$ cat config.mk
export PLATFORM = sky130hd
export DESIGN_NAME = uvsg_front_flat
export DESIGN_NICKNAME = d
export VERILOG_FILES = /design/src/sv/uv_sphere_vertex_generator_core_defines.svh /design/src/sv/uvsg_pkg.sv /design/src/sv/uvsg_if.sv /design/src/sv/uvsg_front.sv /design/src/flat_wrapper.sv
export SDC_FILE = /design/constraint.sdc
export NUM_CORES = 1
export LEC_CHECK = 0
export ABC_AREA = 1
export BUFFER_PORTS_ARGS = -buffer_cell sky130_fd_sc_hd__buf_2
export CORE_MARGIN = 1
export CORE_UTILIZATION = 41
export CTS_CLUSTER_SIZE = 8
export DETAILED_ROUTE_END_ITERATION = 10
export PLACE_DENSITY = 0.63
export SYNTH_ARGS = -nofsm -noshare
export SYNTH_HDL_FRONTEND = slang
export SYNTH_SLANG_ARGS = --single-unit
$ cat constraint.sdc
create_clock -name clk -period 7.5 [get_ports clk]
set_input_delay 1.125 -clock clk [delete_from_list [all_inputs] [get_ports clk]]
set_output_delay 1.125 -clock clk [all_outputs]
set_load 0.05 [all_outputs]
$ cat src/sv/uv_sphere_vertex_generator_core_defines.svh
// Assertion macros for the UV sphere vertex generator.
// Used by the top level; expects clk and rst in scope.
`ifndef UV_SPHERE_VERTEX_GENERATOR_CORE_DEFINES_SVH
`define UV_SPHERE_VERTEX_GENERATOR_CORE_DEFINES_SVH

// Check a condition at every edge outside reset
`define UVSG_ASSERT_ALWAYS(lbl, cond, msg) \
  lbl: assert property (@(posedge clk) disable iff (rst) (cond)) else $error(msg);

// Check that a condition implies another in the same cycle
`define UVSG_ASSERT_IMPLIES(lbl, ante, cons, msg) \
  lbl: assert property (@(posedge clk) disable iff (rst) (ante) |-> (cons)) \
    else $error(msg);

`endif

$ cat src/sv/uvsg_pkg.sv
`timescale 1ns / 1ps
// Shared types and constants of the UV sphere vertex generator.
// No dependencies.
package uvsg_pkg;

  localparam int IDX_W  = 9;
  localparam int CNT_W  = 9;
  localparam int RAD_W  = 16;
  localparam int POS_W  = 17;
  localparam int NRM_W  = 16;
  localparam int TEX_W  = 17;
  localparam int BASE_W = 17;

  // Register indexes
  localparam int REG_IDX_W = 2;
  localparam logic [REG_IDX_W-1:0] REG_RADIUS  = 2'd0;
  localparam logic [REG_IDX_W-1:0] REG_STACKS  = 2'd1;
  localparam logic [REG_IDX_W-1:0] REG_SECTORS = 2'd2;

  localparam logic [RAD_W-1:0] RADIUS_RST  = 16'd256;
  localparam logic [CNT_W-1:0] STACKS_RST  = 9'd16;
  localparam logic [CNT_W-1:0] SECTORS_RST = 9'd32;

  // Divider: quotient bits and dividend width
  localparam int DIV_QW = 33;
  localparam int DIV_NW = IDX_W + DIV_QW;

  // Angles and CORDIC
  localparam int PH_W = 32;
  localparam int Q_W  = 32;
  localparam int CR_W = 34;
  localparam logic signed [CR_W-1:0] CORDIC_GAIN_INIT = 34'sd652032874;
  localparam logic [PH_W-1:0] QUARTER = 32'h4000_0000;
  localparam int ATAN_N = 24;
  localparam logic [31:0] ATAN_TURNS [ATAN_N] = '{
    32'h20000000, 32'h12E4051E, 32'h09FB385B, 32'h051111D4,
    32'h028B0D43, 32'h0145D7E1, 32'h00A2F61E, 32'h00517C55,
    32'h0028BE53, 32'h00145F2F, 32'h000A2F98, 32'h000517CC,
    32'h00028BE6, 32'h000145F3, 32'h0000A2F9, 32'h0000517D,
    32'h000028BE, 32'h0000145F, 32'h00000A30, 32'h00000518,
    32'h0000028C, 32'h00000146, 32'h000000A3, 32'h00000051
  };

  // Quarter-turn codes
  localparam logic [1:0] QUAD_0 = 2'd0;
  localparam logic [1:0] QUAD_1 = 2'd1;
  localparam logic [1:0] QUAD_2 = 2'd2;
  localparam logic [1:0] QUAD_3 = 2'd3;

  // Queue between front and back
  localparam int QDEPTH = 4;
  localparam int QPTR_W = 2;
  localparam int QCNT_W = 3;

  typedef struct packed {
    logic [IDX_W-1:0]  stack_idx;
    logic [IDX_W-1:0]  sector_idx;
    logic [CNT_W-1:0]  stacks;
    logic [CNT_W-1:0]  sectors;
    logic [BASE_W-1:0] base_index;
    logic              upper_tri_valid;
    logic              lower_tri_valid;
  } point_item_t;

  typedef struct packed {
    logic [QCNT_W-1:0] count;
  } queue_stat_t;

endpackage

$ cat src/sv/uvsg_if.sv
`timescale 1ns / 1ps
// Channel interfaces: grid point requests, vertex results, register writes.
// Depends on uvsg_pkg.
interface uvsg_in_if import uvsg_pkg::*; ();
  logic             valid;
  logic             ready;
  logic [IDX_W-1:0] stack_idx;
  logic [IDX_W-1:0] sector_idx;
  modport source (output valid, stack_idx, sector_idx, input ready);
  modport sink (input valid, stack_idx, sector_idx, output ready);
endinterface


$ cat src/sv/uvsg_front.sv
`timescale 1ns / 1ps
// Front end: accepts grid points, clamps counts and indexes, computes the
// vertex index and triangle flags, and queues the request. Uses uvsg_pkg.
module uvsg_front import uvsg_pkg::*; #(
  parameter int MAX_STACKS  = 256,
  parameter int MAX_SECTORS = 256
) (
  input  logic             clk,
  input  logic             rst,
  uvsg_in_if.sink          point,
  input  logic [CNT_W-1:0] stack_count,
  input  logic [CNT_W-1:0] sector_count,
  output point_item_t      q_item,
  output logic             q_vld,
  input  logic             q_pop,
  output queue_stat_t      q_stat
);

  localparam logic [CNT_W+1:0] MAX_ST = (CNT_W+2)'(MAX_STACKS);
  localparam logic [CNT_W+1:0] MAX_SE = (CNT_W+2)'(MAX_SECTORS);

  logic [CNT_W-1:0]     stacks, sectors, stacks_m1;
  logic [IDX_W-1:0]     i_sat, j_sat;
  logic [CNT_W:0]       sec_p1;
  logic [IDX_W+CNT_W:0] prod;
  logic                 in_mesh;
  point_item_t          entry;
  point_item_t          mem [QDEPTH];
  logic [QPTR_W-1:0]    wr_ptr, rd_ptr;
  logic [QCNT_W-1:0]    count;
  logic                 push;

  // Clamp counts and saturate indexes
  always_comb begin
    if (stack_count == '0) begin
      stacks = CNT_W'(1);
    end else if ({2'b00, stack_count} > MAX_ST) begin
      stacks = MAX_ST[CNT_W-1:0];
    end else begin
      stacks = stack_count;
    end
    if (sector_count == '0) begin
      sectors = CNT_W'(1);
    end else if ({2'b00, sector_count} > MAX_SE) begin
      sectors = MAX_SE[CNT_W-1:0];
    end else begin
      sectors = sector_count;
    end
    i_sat = (point.stack_idx > stacks) ? stacks : point.stack_idx;
    j_sat = (point.sector_idx > sectors) ? sectors : point.sector_idx;
  end

  // Classify: vertex index and triangle flags
  always_comb begin
    stacks_m1 = stacks - CNT_W'(1);
    sec_p1    = {1'b0, sectors} + (CNT_W+1)'(1);
    prod      = (IDX_W+CNT_W+1)'(i_sat) * (IDX_W+CNT_W+1)'(sec_p1)
              + (IDX_W+CNT_W+1)'(j_sat);
    in_mesh   = (i_sat < stacks) && (j_sat < sectors);
    entry.stack_idx       = i_sat;
    entry.sector_idx      = j_sat;
    entry.stacks          = stacks;
    entry.sectors         = sectors;
    entry.base_index      = prod[BASE_W-1:0];
    entry.upper_tri_valid = in_mesh && (i_sat != '0);
    entry.lower_tri_valid = in_mesh && (i_sat != stacks_m1);
  end

  assign point.ready = (count != QCNT_W'(QDEPTH));
  assign push        = point.valid && point.ready;

  // Queue storage
  always_ff @(posedge clk) begin
    if (push) begin
      mem[wr_ptr] <= entry;
    end
  end

  // Advance queue pointers
  always_ff @(posedge clk) begin
    if (rst) begin
      wr_ptr <= '0;
      rd_ptr <= '0;
      count  <= '0;
    end else begin
      if (push) begin
        wr_ptr <= wr_ptr + QPTR_W'(1);
      end
      if (q_pop) begin
        rd_ptr <= rd_ptr + QPTR_W'(1);
      end
      count <= count + QCNT_W'(push) - QCNT_W'(q_pop);
    end
  end

  assign q_item       = mem[rd_ptr];
  assign q_vld        = (count != '0);
  assign q_stat.count = count;

endmodule

$ cat src/flat_wrapper.sv
// flat-port wrapper written by rule: the top's interface ports become plain ports
module uvsg_front_flat import uvsg_pkg::*;
#(
  parameter int MAX_STACKS  = 256,
  parameter int MAX_SECTORS = 256
)
  (clk, rst, stack_count, sector_count, q_item, q_vld, q_pop, q_stat, point_valid, point_stack_idx, point_sector_idx, point_ready);
  uvsg_in_if point_i ();
  input  logic clk;
  input  logic rst;
  input  logic [CNT_W-1:0] stack_count;
  input  logic [CNT_W-1:0] sector_count;
  output point_item_t q_item;
  output logic q_vld;
  input  logic q_pop;
  output queue_stat_t q_stat;
  input wire logic [$bits(point_i.valid)-1:0] point_valid;
  input wire logic [$bits(point_i.stack_idx)-1:0] point_stack_idx;
  input wire logic [$bits(point_i.sector_idx)-1:0] point_sector_idx;
  output wire logic [$bits(point_i.ready)-1:0] point_ready;
  assign point_i.valid = point_valid;
  assign point_i.stack_idx = point_stack_idx;
  assign point_i.sector_idx = point_sector_idx;
  assign point_ready = point_i.ready;
  uvsg_front #(.MAX_STACKS(MAX_STACKS), .MAX_SECTORS(MAX_SECTORS)) u_core (.clk(clk), .rst(rst), .point(point_i), .stack_count(stack_count), .sector_count(sector_count), .q_item(q_item), .q_vld(q_vld), .q_pop(q_pop), .q_stat(q_stat));
endmodule
**Yosys cells after proc, flatten, opt, wreduce, memory -nomap -nowiden**

Memories as Yosys holds them, arrays and structs flattened. A register that Yosys moved wholly into a read port is not among the register bits.
Cells that the tools add are included.

- Input bits: 40
- Register bits: 7
- Memory bits (writable): 220
- Output and inout port bits: 60
- Logic and storage cells: 38
- Memories kept: 1

Memories:

| memory | depth | bits a word | read ports | clocked after Yosys merged registers in | wr ports | RTL line | source |
|---|---|---|---|---|---|---|---|
| u_core.mem | 4 | 55 | 1 | 1 | 1 | uvsg_front.sv:28 | `point_item_t mem [QDEPTH];` |

- Magnitude comparators: 6
- Equal/unequal tests: 2
- Add/subtract/negate cells: 7
- Muxes and demuxes: 10
- $mul: 1
- Reduce and logical (&&, ||, !) cells: 8

Operators by type and width:

| cell | count |
|---|---|
| $mux 9 | 6 |
| $gt 9x9->1 | 2 |
| $gt 9x9->1 const B | 2 |
| $logic_not 9->1 | 2 |
| $lt 9x9->1 | 2 |
| $add 17x9->17 | 1 |
| $mul 9x10->17 | 1 |
| $add 9x1->10 const B | 1 |
| $ne 9x9->1 | 1 |
| $reduce_bool 9->1 | 1 |
| $sub 9x1->9 const B | 1 |
| $add 2x1->2 const B | 2 |
| $logic_and 1x1->1 | 4 |
| $mux 2 | 2 |
| $add 3x1->3 | 1 |
| $ne 3x3->1 const B | 1 |
| $reduce_bool 3->1 | 1 |
| $sub 3x1->3 | 1 |
| $mux 1 | 2 |

**Depth between registers and ports, before layout**

- Depth in word-level cells: 8
- Depth in mapped cells: 40
- Mapped depth without buffers: 39

**Worst setup path after synthesis**

No wires, ideal clock.

- Path type: input to register
- From: input stack_count[1]
- To: memory u_core.mem[0][17] in the netlist's numbering, data pin
- Path buffers: 1
- Setup time: 180 ps
- Arrival: 7261 ps
- Stages: 36
- Setup slack: 59 ps
- Required time: 7320 ps
- Cell sequence: nor2_1 nand2_1 nor2_1 nor2_1 nor2_2 inv_1 ha_1 nand2_1 nor3_4 nand3_4 nand2_2 buf_6 inv_4 nand2_1 o21ai_4 inv_2 nand2_1 fa_1 inv_1 fa_1 inv_1 fa_1 inv_1 fa_1 inv_1 fa_1 inv_1 ha_1 nand2_1 or2_0 nand3_1 a21oi_1 o21bai_1 nand2_1 o21ai_1 xor2_1

RTL lines:

| element | RTL line | source |
|---|---|---|
| from (decl) | flat_wrapper.sv:11 | `input logic [CNT_W-1:0] stack_count;` |
| to (decl) | uvsg_front.sv:28 |  |

==> impl_metrics.csv <==
group,metric,value,unit
worst_hold_path,hold_depth,2,
flow_run,cap_violations,0,
logic_synthesis,ys_warn_count,0,
global_routing,grtUsageMet2,0.333,
placement,dpl_cell_area,0.0148,sq mm
placement,dp_slack,-0.0498,ns
logic_synthesis,synth_area,0.0133,sq mm
route,drc,0,
route,final_antenna_net_count,0,
logic_synthesis,synth_common_cells,"edfxtp_1 (220), nor2_1 (191), nand2_1 (156)",
worst_setup_path,worst-setup-path-type,"input pin to flip-flop",
logic_synthesis,netlist_instances,1272,
route,drt-vias-per-instance,5.11,
timing,final_max_slew_viol_count,0,
timing,hold_violations,0,
worst_setup_path,start_kind,"input pin",
worst_setup_path,worstRegToRegCells,5,
worst_setup_path,slowest_delay,0.53,ns
cts,clk_pin_slew_worst_paths,0.05,ns
floorplan,ios,100,
cts,clk_path_buf_depth,3,
floorplan,die_h,182,um
floorplan,initial_core_util,0.419,
layout,syn2layout_area_growth,18.3,%
timing,rsz0062_at_grt,"no",
cts,cts_buffers,34,
cts,root_buffer,"clkbuf_16",
logic_synthesis,ys.flop_type,"edfxtp_1",
route,drt_iter0_markers,603,
logic_synthesis,synth_cell_types,49,
logic_synthesis,avgSynthCellArea,10.5,sq um
global_routing,antenna_found_initial,0,
global_routing,grt_pass1_wl,52000,um
pwr,power_density,363,mW/mm^2
worst_setup_path,cp.arrival,7.25,ns
cts,postCtsHoldBufs,0,
route,drt_pass1_iterations,5,
logic_synthesis,ys_ff_latch,229,
pwr,p_leak,6.71,nW
timing,fin_crit_sh,0.932,
layout,drive_gt1_frac,0.186,
timing,slew_headroom,0.249,
logic_synthesis,yosys.area.top_type,"edfxtp_1",
global_routing,track_usage,0.203,
global_routing,grt_max_degree,111,
placement,post-dp-hpwl,23600,um
placement,port-buffer-count,99,
floorplan,core-area,0.0318,sq mm
outcome,status,"complete, no violations",
cts,cts.sinks,229,
worst_setup_path,crit_slowest_cell,"fa_1",
timing,period_minus_slack,6.99,ns
cts,cts_resized,0,
layout,finalInstanceArea,0.0158,sq mm
cts,postCtsSetupRepairBufs,0,
route,drt_wl_total,32900,um
global_routing,top_usage_layer,"met2",
placement,dp.cells,1846,
logic_synthesis,ys_seq_area_frac,0.509,
worst_hold_path,hp-class,"flip-flop to flip-flop",
global_routing,grt_overflow,0,
worst_setup_path,cp_max_fo,10,
floorplan,rows,65,
cts,clk_latency,0.49,ns
logic_synthesis,synthTopCellsByArea,"edfxtp_1 (50%), fa_1 (9.3%), ha_1 (8.4%), nor2_1 (5.4%), o21ai_0 (4.8%)",
worst_setup_path,end_kind,"flip-flop",
layout,final_cells,1891,
floorplan,die_area,0.0332,sq mm
layout,diodes,0,
timing,skew,0.0116,ns
cts,cts_tree,"yes",
route,wl_per_cell,17.4,um
logic_synthesis,synth.top_cell.area_share,0.496,
global_routing,first_global_vias,9648,
logic_synthesis,synth_edf_count,220,
global_routing,grt_use_met1,0.276,
timing,fmax,143,MHz
floorplan,die_w,182,um
pwr,peakVddDrop,0.234,mV
layout,nNetsFinal,1638,
timing,tightestPinTransition,1.13,ns
route,vias,9657,
placement,gp_congestion,0.916,
timing,setup_slack,0.511,ns
cts,htree_levels,2,
logic_synthesis,synth_most_common_cell,"edfxtp_1",
layout,utilization,0.496,
logic_synthesis,synthArstFlopShare,0,
timing,setup_viol,0,
worst_setup_path,cp_data_required_time,7.76,ns
global_routing,gr-usage-met3,0.0395,
## metrics by stage
step | hold WS (ns) | total power (W) | TNS, ns
2_1_floorplan | 0.480 | 0.00362 | 0
3_3_place_gp | 0.489 | 0.00439 | 0
3_5_place_dp | 0.493 | 0.00443 | -0.456
4_1_cts | 0.507 | 0.00575 | 0
5_1_grt | 0.524 | 0.00611 | 0
6_report | 0.501 | 0.00573 | 0
## final timing paths
| check | from | endpoint | slack (ns) |
|---|---|---|---|
| hold reg to reg | u_core.rd_ptr[1] | flip-flop | 0.50 |
| setup / recovery | stack_count[1] | u_core.mem[3][12] | 0.51 |
| hold / removal | u_core.rd_ptr[1] | flip-flop | 0.50 |
| setup reg to reg | u_core.q_stat[1] | u_core.mem[2][50] | 4.99 |
## registers in the layout, indices dropped and copies added, names as in the netlist, named ones only
signal         cells
u_core.mem       220
u_core.q_stat      3
u_core.rd_ptr      2
u_core.wr_ptr      2
## layer usage
| layer | share of wire | vias up |
|---|---|---|
| li1 | - | 4669 |
| met2 | 0.46 | 285 |
| met5 | 0 | - |
| met1 | 0.46 | 4654 |
| met3 | 0.061 | 49 |
| met4 | 0.020 | 0 |
## placed cells by master, fill, tap and decap left out, types with 5 or more instances in the layout
cell type | netlist | layout
dfxtp_1 | 9 | 7
nor3_1 | 5 | 5
clkbuf_1 | 37 | 7
a21oi_1 | 28 | 27
o21ai_0 | 129 | 129
edfxtp_1 | 220 | 220
ha_1 | 89 | 89
clkbuf_16 | 0 | 34
inv_1 | 147 | 145
nor2_4 | 4 | 8
nand2_2 | 6 | 6
nand2_1 | 156 | 155
xor2_1 | 21 | 20
nor2_1 | 191 | 186
inv_2 | 14 | 16
buf_2 | 0 | 99
nand3_1 | 32 | 32
fa_1 | 62 | 62
o22ai_1 | 55 | 55
a211oi_1 | 5 | 5
nand2_4 | 5 | 6
conb_1 | 2 | 7
buf_4 | 1 | 76
nand4_1 | 6 | 6
## area by class of cell
cell class / count / area, sq um
clock buffer: 41 / 877
clock inverter: 4 / 37.5
fill: 2864 / 16000
inverter: 163 / 617
multi-input combinational: 843 / 5820
sequential: 229 / 6790
tap: 435 / 544
timing repair buffer: 176 / 1080
## logic make-up (layout without fill, tap and decap cells)
logic type	after synthesis	after routing	synth area share
compound gates	234	234	0.0982
xor+xnor	24	24	0.0163
fa+ha+maj	151	151	0.177
buf+inv	205	384	0.0595
flops	229	229	0.509
other cells	2	7	0.000563
simple gates	427	427	0.140
## critical path, delay by kind of cell
family / cells / cell delay (ns)
and+or+nand+nor: 13 / 1.26
AOI/OAI and AO/OA: 5 / 0.83
xor gates and xnor gates: 1 / 0.36
buffers and inverters: 10 / 0.69
adders and majority gates: 7 / 2.94
## where the power goes
part	total, W	switching, W	internal (W)
combinational	0.00245	0.00164	0.000812
sequential	0.00197	0.0000524	0.00192
clock	0.00131	0.000493	0.000814
total	0.00573	0.00218	0.00354
(Power assumes the default switching activity.)
